<file path="src/hw/rtl/mi3_pkg.sv">
// Shared types, widths and constants for the 3x3 matrix inverse unit.
package mi3_pkg;

    localparam int WORD_BITS     = 32;
    localparam int FRAC_BITS_DEF = 16;
    localparam int ADJ_W         = 2 * WORD_BITS;   // cofactor magnitude
    localparam int DET_W         = 3 * WORD_BITS;   // determinant magnitude
    localparam int QB            = WORD_BITS + 1;   // quotient bits per divide
    localparam int N_ELEM        = 9;
    localparam int IN_DATA_W     = ((N_ELEM * WORD_BITS + 7) / 8) * 8;
    localparam int OUT_DATA_W    = (((N_ELEM + 1) * WORD_BITS + 7) / 8) * 8;
    localparam int OUT_USER_W    = 2;

    typedef logic signed [WORD_BITS-1:0] word_t;

    typedef struct packed {
        logic             neg;
        logic [ADJ_W-1:0] mag;
    } adj_t;

    typedef struct packed {
        logic             neg;
        logic [DET_W-1:0] mag;
    } det_t;

    typedef struct packed {
        logic                              saturated;
        logic                              singular;
        logic [WORD_BITS-1:0]              det;
        logic [N_ELEM-1:0][WORD_BITS-1:0]  inv;
    } res_t;

endpackage

</file>
<file path="src/hw/rtl/mi3_merge.sv">
// Merge stage: round and clamp the determinant, fold lane flags, zero if singular.
module mi3_merge
#(
    parameter int FRAC_BITS = mi3_pkg::FRAC_BITS_DEF
)
(
    input  logic           clk,
    input  logic           adv,
    input  mi3_pkg::det_t  det,
    input  mi3_pkg::word_t inv [9],
    input  logic           sat [9],
    output mi3_pkg::res_t  res
);
    import mi3_pkg::*;

    localparam logic [DET_W:0] MAXPOS = (DET_W+1)'((65'd1 << (WORD_BITS - 1)) - 65'd1);

    logic [DET_W:0]       rsum;
    logic [DET_W:0]       dq;
    logic [DET_W:0]       lim;
    logic                 dsat;
    logic [DET_W:0]       dmag;
    logic [WORD_BITS-1:0] dmag_w;
    logic                 singular;
    logic                 any_sat;
    res_t                 res_reg;

    assign singular = (det.mag == '0);
    assign rsum     = {1'b0, det.mag} + ((DET_W+1)'(1) << (2 * FRAC_BITS - 1));
    assign dq       = rsum >> (2 * FRAC_BITS);
    assign lim      = MAXPOS + {{DET_W{1'b0}}, det.neg};
    assign dsat     = dq > lim;
    assign dmag     = dsat ? lim : dq;
    assign dmag_w   = dmag[WORD_BITS-1:0];

    always_comb
    begin
        any_sat = dsat;
        for (int i = 0; i < 9; i++)
        begin
            any_sat = any_sat | sat[i];
        end
    end

    always_ff @(posedge clk)
    begin
        if (adv)
        begin
            res_reg.singular  <= singular;
            res_reg.saturated <= !singular && any_sat;
            res_reg.det       <= singular ? '0 : (det.neg ? (~dmag_w + 1'b1) : dmag_w);
            for (int i = 0; i < 9; i++)
            begin
                res_reg.inv[i] <= singular ? '0 : inv[i];
            end
        end
    end

    assign res = res_reg;

endmodule

</file>
<file path="config.mk">
export PLATFORM = sky130hd
export DESIGN_NAME = mi3_merge
export DESIGN_NICKNAME = d
export VERILOG_FILES = /design/src/hw/rtl/mi3_pkg.sv /design/src/hw/rtl/mi3_merge.sv
export SDC_FILE = /design/constraint.sdc
export NUM_CORES = 1
export LEC_CHECK = 0
export ABC_CLOCK_PERIOD_IN_PS = 14600
export BUFFER_PORTS_ARGS = -buffer_cell sky130_fd_sc_hd__buf_4
export CORE_AREA = 2 2 280 282
export CTS_CLUSTER_DIAMETER = 30
export DETAILED_ROUTE_END_ITERATION = 8
export DIE_AREA = 0 0 282 284
export GPL_TIMING_DRIVEN = 0
export SLEW_MARGIN = 20
export SYNTH_ARGS = -nofsm -noshare
export SYNTH_HDL_FRONTEND = slang
export SYNTH_SLANG_ARGS = --single-unit
</file>
<file path="constraint.sdc">
create_clock -name clk -period 14.6 [get_ports clk]
set_input_delay 2.92 -clock clk [delete_from_list [all_inputs] [get_ports clk]]
set_output_delay 2.92 -clock clk [all_outputs]
set_load 0.005 [all_outputs]
</file>
### After elaboration in Yosys (flattened, before gate mapping)

Cells that the tools add are included.
W data, S select, Z words.

| word-level totals | value |
|---|---|
| output and inout port bits | 322 |
| register bits | 322 |
| input port bits | 396 |

| operators by class | value |
|---|---|
| $lt $le $gt $ge | 1 |
| mux-type cells | 2 |
| reductions and logical operators | 3 |
| add/subtract/negate cells | 3 |
| bitwise logic cells | 10 |

Operator list:

| operator | count |
|---|---|
| $add A96 B32 Y97 const B | 1 |
| $logic_not A96 Y1 | 1 |
| $gt A65 B32 Y1 | 1 |
| $mux W32 | 2 |
| $add A31 B1 Y32 const A | 1 |
| $add A32 B1 Y32 const B | 1 |
| $not A32 Y32 | 1 |
| $or A1 B1 Y1 | 9 |
| $logic_and A1 B1 Y1 | 1 |
| $logic_not A1 Y1 | 1 |

### Logic depth before layout (Yosys ltp)

Gate-level depths: netlist of the first run.

| depth | value |
|---|---|
| depth in word-level cells | 12 |
| mapped depth | 27 |
| gate-level depth less buffers | 25 |

### Worst setup path after synthesis of the first run

No wires, ideal clock.

| timing path | value |
|---|---|
| path type | input to register |
| start | input port det[36] (netlist name) |
| end | register res_reg (netlist bit res[316]), data pin |
| path slack | 6.194 ns |
| cell stages on the path | 25 |
| buffers on the path | 3 |
| setup time | 0.180 ns |
| data arrival time | 8.226 ns |
| cells stage by stage | buf_2 > nand4_4 > nor4_2 > nand3_1 > xor2_1 > inv_1 > ha_1 > a21o_1 > a21o_1 > a221oi_1 > o21ai_0 > a211o_1 > o211ai_1 > nand4_1 > buf_2 > buf_2 > nor3_1 > o21bai_1 > ha_1 > nand2_1 > nor4b_2 > nand2b_1 > o311ai_0 > o21ai_0 > a221oi_1 |

| between the ends | value |
|---|---|
| word-level cells in the longest chain between the ends | 6 |
| elaborated cells on any way between the ends | 7 |
| those cells by class | 2 x add/sub; 1 x order compare; 2 x mux; 1 x bitwise; 1 x reduce/logical |

Ends and longest elaborated chain:

| element | line | text |
|---|---|---|
| start, declared | mi3_merge.sv:9 | `input mi3_pkg::det_t det,` |
| $add A96 B32 Y97 | mi3_merge.sv:29 | `assign rsum = {1'b0, det.mag} + ((DET_W+1)'(1) << (2 * FRAC_BITS - 1));` |
| $gt A65 B32 Y1 | mi3_merge.sv:32 | `assign dsat = dq > lim;` |
| $mux W32 | mi3_merge.sv:33 | `assign dmag = dsat ? lim : dq;` |
| $not A32 Y32 | mi3_merge.sv:51 | `res_reg.det <= singular ? '0 : (det.neg ? (~dmag_w + 1'b1) : dmag_w);` |
| $add A32 B1 Y32 | mi3_merge.sv:51 |  |
| $mux W32 | mi3_merge.sv:51 |  |
| end, declared | mi3_merge.sv:26 | `res_t res_reg;` |

Parallel ways exist; a longest one is shown, timed or not.
A chain may end at the register's enable or synchronous reset.

### Worst setup path after layout of the first run

| timing path | value |
|---|---|
| start | input port det[42] (netlist name) |
| end | register res_reg (netlist bit res[316]), data pin |

The elaborated chain is that of the path after synthesis.

==> results of run 1 <==
-- final cells by class --
type | instances | area [sq um]
diodes | 4 | 10.01
well taps | 1040 | 1301
clock buffers | 88 | 1968
inverters | 26 | 97.59
multi-input cells | 872 | 5683
plain buffers | 66 | 276.5
flip-flops and latches | 322 | 9669
clock inverters | 50 | 639.4
fillers | 7932 | 51920
repair buffers | 709 | 5390
-- logic make-up (layout without fill, tap and decap cells) --
| kind of cell | after synthesis | count (layout) | synth area share [%] |
|---|---|---|---|
| mux | 9 | 9 | 0.5729 |
| xor+xnor | 43 | 43 | 2.395 |
| compound gates | 162 | 162 | 6.978 |
| other cells | 0 | 4 | 0 |
| buf+inv | 92 | 939 | 2.379 |
| simple gates | 624 | 624 | 23.49 |
| flops | 322 | 322 | 61.48 |
| fa+ha+maj | 34 | 34 | 2.705 |
-- metal layers --
metal / up-vias / part of all wire, % / GRT usage, %
met1: 6655 / 34 / 18.89
li1: 6405 / - / -
met3: 144 / 9.1 / 5.368
met5: - / 0.040 / 0
met2: 731 / 50 / 31.39
met4: 4 / 6.1 / 10.92
-- path summary, 6_finish.rpt --
check | endpoint | cells past startpoint
max | res[316] | 25
min | res[182] | 2
-- where the power goes --
part | switching [mW] | internal (mW)
Clock | 0.565 | 1.15
Sequential | 0.0224 | 1.10
Combinational | 0.185 | 0.194
-- placed cells by master (no fill, tap or decap), types with 5 or more instances in the layout --
master,count
sky130_fd_sc_hd__buf_4,705
sky130_fd_sc_hd__edfxtp_1,322
sky130_fd_sc_hd__and2_1,293
sky130_fd_sc_hd__clkbuf_16,77
sky130_fd_sc_hd__clkbuf_1,63
sky130_fd_sc_hd__nand2_1,56
sky130_fd_sc_hd__nor2_1,47
sky130_fd_sc_hd__nand4_1,43
sky130_fd_sc_hd__nor4_1,43
sky130_fd_sc_hd__a21oi_1,37
sky130_fd_sc_hd__nand3_1,35
sky130_fd_sc_hd__nor3_1,34
sky130_fd_sc_hd__ha_1,34
sky130_fd_sc_hd__o21ai_0,33
sky130_fd_sc_hd__inv_1,26
sky130_fd_sc_hd__xnor2_1,23
sky130_fd_sc_hd__xor2_1,20
sky130_fd_sc_hd__and3_1,20
sky130_fd_sc_hd__o31ai_1,19
sky130_fd_sc_hd__clkinvlp_4,13
sky130_fd_sc_hd__buf_2,11
sky130_fd_sc_hd__a211oi_1,10
sky130_fd_sc_hd__bufinv_16,10
sky130_fd_sc_hd__mux2i_1,9
sky130_fd_sc_hd__a221oi_1,8
sky130_fd_sc_hd__a31oi_1,7
sky130_fd_sc_hd__nand2b_1,7
sky130_fd_sc_hd__clkinv_4,7
sky130_fd_sc_hd__or4_1,6
sky130_fd_sc_hd__clkinv_1,6
sky130_fd_sc_hd__clkinv_2,6
sky130_fd_sc_hd__or3_1,5
sky130_fd_sc_hd__and4_1,5
-- through the flow --
stage | cells | hold slack [ps] | utilization, % | power, mW
floorplan | 1286 | 3033 | - | 1.227
global placement | 3032 | 3198 | 29.01 | 1.523
detailed placement | 3035 | 3201 | 29.13 | 1.523
CTS | 3173 | 2555 | 32.52 | 3.261
global route | 3176 | 2572 | 32.53 | 3.330
finish | 3177 | 2604 | 32.53 | 3.219
==> impl_results.rst, run 1 <==
.. list-table::
   :header-rows: 1

   * - Metric
     - Value
   * - Aggregate global routing overflow
     - 0
   * - Critical path data arrival time
     - 10210 ps
   * - Fraction of layout instances using a drive strength above 1
     - 40.37%
   * - Number of buffer and inverter instances along the worst setup path
     - 3
   * - Clock root buffer
     - sky130_fd_sc_hd__clkbuf_16
   * - Starting density of the core
     - about a fifth
   * - Initial antenna violation count
     - 7
   * - Most numerous cell in the Yosys netlist
     - sky130_fd_sc_hd__edfxtp_1
   * - Maximum clock frequency
     - a little over 100 MHz
   * - Most common library cells after synthesis
     - sky130_fd_sc_hd__edfxtp_1 (322), sky130_fd_sc_hd__and2_1 (293), sky130_fd_sc_hd__nand2_1 (56)
   * - Power per Cell Area
     - 128.6 nW/um^2
   * - Overall routed net length
     - ~76 mm
   * - Drt pass-1 iters
     - 5
   * - Post-place setup slack
     - approximately 4300 ps
   * - Number of violations reported at the end of detailed-routing iteration 0
     - approximately 940
   * - Gate Count Post-Synth
     - about 1300
   * - Ranking of synthesized cells by area
     - sky130_fd_sc_hd__edfxtp_1 (61%), sky130_fd_sc_hd__and2_1 (12%), sky130_fd_sc_hd__ha_1 (2.7%)
   * - Final period demand of the worst path
     - 9906 ps
   * - Avg Cell Area, Syn
     - 12.23 sq um
   * - Library cell occupying the most area in the post-synthesis netlist
     - sky130_fd_sc_hd__edfxtp_1
   * - Most instantiated flip-flop cell in the synthesis netlist
     - sky130_fd_sc_hd__edfxtp_1
   * - Unique masters post-synth
     - slightly below 70
   * - CTS tree
     - done
   * - Hold bufs inserted after CTS
     - 0
   * - Sequential cell area fraction in the yosys report
     - roughly three fifths
   * - Post-DP HPWL
     - between 60 and 70 mm
   * - Mean number of vias per cell
     - 4.387
   * - Cell family with the largest share of critical-path delay
     - simple AND/OR/NAND/NOR gates
   * - Nature of the critical path startpoint
     - input pin
   * - Number of buffers added on ports
     - a little over 700
   * - Headroom to the max-slew limit
     - between 30% and 40%
   * - Area enclosed by the die boundary
     - about 80000 sq um
   * - Final worst-path setup slack
     - approximately 4700 ps
   * - Number of global-route vias before repair
     - about 14000
   * - Core area
     - between 70000 and 80000 sq um
   * - Number of warnings printed during yosys synthesis
     - 0
   * - Flip-flop count of the largest register, all copies and words added
     - approximately 320
   * - Static leakage power
     - about 9.9 nW
   * - Cells resized by post-CTS repair
     - 0
   * - Required time at the endpoint of the critical path
     - about 15000 ps
   * - Number of flops mapped to enable cells by yosys
     - between 300 and 400
   * - Number of top-level pins
     - approximately 720
   * - Path type of the worst min-delay path
     - in2reg
   * - Period utilisation layout
     - between 60% and 70%
   * - Number of vias after detailed routing
     - about 14000
   * - Buffer levels on the longest clock path
     - 3
   * - Vert. Die Dim
     - around 280 um
   * - Antenna Nets Post-Route
     - 0
   * - Crit path capture type
     - flop
   * - Slowest cell delay on critical path
     - ~630 ps
   * - Critical path class
     - in2reg
   * - Routability congestion estimate
     - around 0.9
   * - Mean routed wirelength per cell
     - 23.83 um
   * - Summed instance area of the synthesized netlist
     - around 16000 sq um
   * - Share of flip-flops with an asynchronous set or reset
     - 0%
   * - TritonCTS sink count
     - roughly 320
   * - Clock transition at the registers of the reported paths
     - about 50 ps
   * - Startpoint of the tightest hold check path
     - inv[118]
   * - Post-CTS repair timing setup buffer count
     - 0
   * - Nets
     - between 2000 and 3000
   * - Mapped Nets
     - approximately 1700
   * - Maximum vdd ir drop
     - around 0.067 mV
   * - Total GRT Usage
     - between 10% and 20%
   * - Wire length of the first global-routing pass
     - around 100 mm
   * - Die span in x
     - ~280 um
   * - Outcome
     - complete, no violations
   * - H-tree Lvls
     - 3
   * - Site Rows
     - 102
   * - Final hold vios
     - 0
   * - Synth Register Bits
     - about 320
   * - P&R area growth vs syn
     - 59.19%
   * - Cell type with the highest occurrence count on the critical path
     - sky130_fd_sc_hd__buf_2
   * - Worst-path cell with the longest stage delay
     - sky130_fd_sc_hd__nor3_1
   * - Post-route cell area
     - ~25000 sq um
   * - Setup repair after global routing missed its margin
     - no
   * - Transition at the pin with the smallest max-transition slack
     - ~940 ps
   * - Launching element of the worst setup path
     - det[42]
   * - Placed cell areas
     - 22420 sq um
   * - Pin count of the biggest net entering global routing
     - 94
   * - Detailed-route DRC error count
     - 0
   * - Num CTS Buffers
     - 76
   * - Summed negative setup slack over all endpoints
     - 0 ps
   * - Top-area cell type share of the netlist area
     - 61.48%
   * - Max-slew violation count
     - 0
   * - Maxcap violations
     - 0
   * - Final-report setup violation count
     - 0
   * - Critical path fanouts, max
     - 10
Power figures use the tool's default switching activity.
==> run 2, diff against run 1 <==
--- a/config.mk
+++ b/config.mk
@@ -5,12 +5,13 @@
 export SDC_FILE = /design/constraint.sdc
 export NUM_CORES = 1
 export LEC_CHECK = 0
-export ABC_CLOCK_PERIOD_IN_PS = 14600
+export ABC_AREA = 1
+export ABC_CLOCK_PERIOD_IN_PS = 8350
 export BUFFER_PORTS_ARGS = -buffer_cell sky130_fd_sc_hd__buf_4
-export CORE_AREA = 2 2 280 282
+export CORE_AREA = 2 2 276 278
 export CTS_CLUSTER_DIAMETER = 30
 export DETAILED_ROUTE_END_ITERATION = 8
-export DIE_AREA = 0 0 282 284
+export DIE_AREA = 0 0 278 280
 export GPL_TIMING_DRIVEN = 0
 export SLEW_MARGIN = 20
 export SYNTH_ARGS = -nofsm -noshare
==> constraint.sdc (replaced) <==
create_clock -name clk -period 8.35 [get_ports clk]
set_input_delay 1.67 -clock clk [delete_from_list [all_inputs] [get_ports clk]]
set_output_delay 1.67 -clock clk [all_outputs]
set_load 0.005 [all_outputs]
==> impl_results.rst, run 2 <==
.. list-table::
   :header-rows: 1

   * - Metric
     - Value
   * - Number of vias after detailed routing
     - 16316 (+17%)
   * - Ranking of synthesized cells by area
     - sky130_fd_sc_hd__edfxtp_1 (57%), sky130_fd_sc_hd__nand2_1 (13%), sky130_fd_sc_hd__inv_1 (8.7%)
   * - Power per Cell Area
     - 222.8 nW/um^2 (+73%)
   * - Critical path class
     - in2reg
   * - Critical path data arrival time
     - 6660 ps (-3550 ps)
   * - Hold bufs inserted after CTS
     - 0 (unchanged)
   * - Setup repair after global routing missed its margin
     - no
   * - Core area
     - 75190 sq um (-2.3%)
   * - Most used cells in the layout excluding fill and tap cells
     - sky130_fd_sc_hd__buf_4 (719), sky130_fd_sc_hd__nand2_1 (602), sky130_fd_sc_hd__inv_1 (395)
   * - Number of top-level pins
     - 718 (unchanged)
   * - Die span in x
     - 278 um (-1.4%)
   * - Nets
     - 3204 (+28%)
   * - H-tree Lvls
     - 3 (unchanged)
   * - Overall routed net length
     - 82.95 mm (+9.6%)
   * - Path type of the worst min-delay path
     - in2reg
   * - Initial antenna violation count
     - 23 (+16)
   * - Unique masters post-synth
     - 39 (-43%)
   * - Number of buffers added on ports
     - 717 (+1.6%)
   * - Share of the core filled with cells in the final layout
     - 35.49% (+3.0 points)
   * - Gate Count Post-Synth
     - 1967 (+53%)
   * - Max-slew violation count
     - 0 (unchanged)
   * - CTS tree
     - done
   * - Count of fill cells added during filler insertion
     - 7786 (-1.8%)
   * - Mapped Nets
     - 2397 (+40%)
   * - Final Power
     - 5.944 mW (+85%)
   * - Maximum clock frequency
     - between 150 and 200 MHz
   * - Num CTS Buffers
     - 85 (+12%)
   * - Area enclosed by the die boundary
     - 77840 sq um (-2.8%)
   * - Antenna Nets Post-Route
     - 0 (unchanged)
   * - Summed negative setup slack over all endpoints
     - 0 ps (unchanged)
   * - Post-CTS repair timing setup buffer count
     - 0 (unchanged)
   * - Most common library cell in the layout ignoring fill and taps
     - sky130_fd_sc_hd__buf_4
   * - Post-DP HPWL
     - 68.67 mm (+12%)
   * - Starting density of the core
     - 22.69% (+2.3 points)
   * - Buffer levels on the longest clock path
     - 3 (unchanged)
   * - Period utilisation layout
     - between 70% and 80%
   * - Drt pass-1 iters
     - 5 (unchanged)
   * - Library cell occupying the most area in the post-synthesis netlist
     - sky130_fd_sc_hd__edfxtp_1
   * - Transition at the pin with the smallest max-transition slack
     - 1068 ps (+126.1 ps)
   * - Aggregate global routing overflow
     - 0 (unchanged)
   * - Total GRT Usage
     - 20.46% (+2.5 points)
   * - Sequential cell area fraction in the yosys report
     - 56.67% (-4.8 points)
   * - Wire length of the first global-routing pass
     - 112.9 mm (+11%)
   * - Final-report setup violation count
     - 0 (unchanged)
   * - Fraction of layout instances using a drive strength above 1
     - 32.52% (-7.8 points)
   * - Share of flip-flops with an asynchronous set or reset
     - 0% (unchanged)
   * - Maxcap violations
     - 0 (unchanged)
   * - Pin count of the biggest net entering global routing
     - 94 (unchanged)
   * - Cell type with the highest occurrence count on the critical path
     - sky130_fd_sc_hd__nand2_1
   * - Final period demand of the worst path
     - around 6300 ps
   * - Synth Register Bits
     - 322 (unchanged)
   * - Routability congestion estimate
     - 0.9470 (+3.2%)
   * - Cells resized by post-CTS repair
     - 0 (unchanged)
   * - TritonCTS sink count
     - 322 (unchanged)
   * - Footprint of the multi-input gates
     - 5658 sq um (-0.44%)
   * - Hold path depth
     - 3 (+1)
   * - P&R area growth vs syn
     - 56.36%
   * - Number of violations reported at the end of detailed-routing iteration 0
     - 1107 (+18%)
   * - Avg Cell Area, Syn
     - 8.675 sq um (-29%)
   * - Number of warnings printed during yosys synthesis
     - 0 (unchanged)
   * - Most common library cells after synthesis
     - sky130_fd_sc_hd__nand2_1 (602), sky130_fd_sc_hd__inv_1 (395), sky130_fd_sc_hd__edfxtp_1 (322)
   * - Static leakage power
     - 13.23 nW (+34%)
   * - Seq. cell area
     - 9669 sq um (unchanged)
   * - Flip-flop count of the largest register, all copies and words added
     - 322 (unchanged)
   * - Number of global-route vias before repair
     - 15892 (+17%)
   * - Mean number of vias per cell
     - 4.265 (-2.8%)
   * - Required time at the endpoint of the critical path
     - 8740 ps (-6160 ps)
   * - Crit path capture type
     - flop
   * - Top-area cell type share of the netlist area
     - 56.67% (-4.8 points)
   * - Maximum vdd ir drop
     - 0.1571 mV (+130%)
   * - Clock root buffer
     - sky130_fd_sc_hd__clkbuf_16
   * - Outcome
     - complete, no violations
   * - Summed instance area of the synthesized netlist
     - 17060 sq um (+8.5%)
   * - Mean routed wirelength per cell
     - 21.68 um (-9.0%)
   * - Worst slack on hold paths
     - 1291 ps (-1313 ps)
   * - Vert. Die Dim
     - 280 um (-1.4%)
   * - Worst-path cell with the longest stage delay
     - sky130_fd_sc_hd__nor2_1
   * - Final hold vios
     - 0 (unchanged)
   * - Detailed-route DRC error count
     - 0 (unchanged)
   * - Site Rows
     - 101 (-0.98%)
   * - Nature of the critical path startpoint
     - input pin
   * - Most instantiated flip-flop cell in the synthesis netlist
     - sky130_fd_sc_hd__edfxtp_1
   * - Most numerous cell in the Yosys netlist
     - sky130_fd_sc_hd__nand2_1
   * - Slowest cell delay on critical path
     - 430 ps (-200 ps)
   * - Headroom to the max-slew limit
     - 28.80% (-8.3 points)
   * - Critical path fanouts, max
     - 10 (unchanged)
   * - Clock transition at the registers of the reported paths
     - 50 ps (about the same)
   * - Number of flops mapped to enable cells by yosys
     - 322 (unchanged)
==> run 2: layer usage <==
layer | routed length [um] | global-route usage [%] | part of all wire [%]
met1 | 30450 | 22.15 | 37
met2 | 40390 | 35.04 | 49
met3 | 7862 | 7.728 | 9.5
met4 | 4026 | 10.21 | 4.9
met5 | 226 | 0 | 0.27
==> run 2: final cells by class <==
class,count,share of cell area (%)
Antenna cell,4,0.03751
Buffer,49,0.8535
Clock buffer,93,8.084
Clock inverter,64,2.828
Inverter,402,5.655
Multi-Input combinational cell,1194,21.21
Sequential cell,322,36.24
Tap cell,978,4.586
Timing Repair Buffer,720,20.51
==> run 2: worst paths after layout <==
path                     from       end  slack [ps]
worst max-delay path  det[58]  res[302]        2080
worst min-delay path  inv[50]  res[242]        1290
==> run 2: critical path, delay by kind of cell <==
| family | cells | cell delay [ps] |
|---|---|---|
| AND/OR/NAND/NOR | 20 | 3030 |
| buffers and inverters | 6 | 690 |
| AO/OA/AOI/OAI | 3 | 610 |
| adder cells (fa/ha/maj) | 2 | 450 |
| XOR/XNOR | 1 | 200 |
==> run 2: logic make-up (layout without fill, tap and decap cells) <==
kind of cell             after synthesis  count (layout)  share of synthesized area [%]
AO/OA/AOI/OAI                         83              83                          2.603
XOR/XNOR                              39              39                          2.002
adder cells (fa/ha/maj)               34              34                          2.493
buffers and inverters                451            1328                          10.18
flip-flops                           322             322                          56.67
other                                  0               4                              0
AND/OR/NAND/NOR                     1038            1038                          26.06
==> run 2: power by group <==
group	total (mW)	internal (mW)	switching, mW
combinational	0.689	0.337	0.352
clock	3.27	2.21	1.07
sequential	1.98	1.93	0.0511
==> run 2: through the flow <==
stage,instances,instance area (sq um),setup WS (ps)
finish,3826,26680,2082
global route,3825,26680,1641
global placement,3662,23670,1474
floorplan,1967,17060,2827
CTS,3822,26670,2094
detailed placement,3665,23760,1494
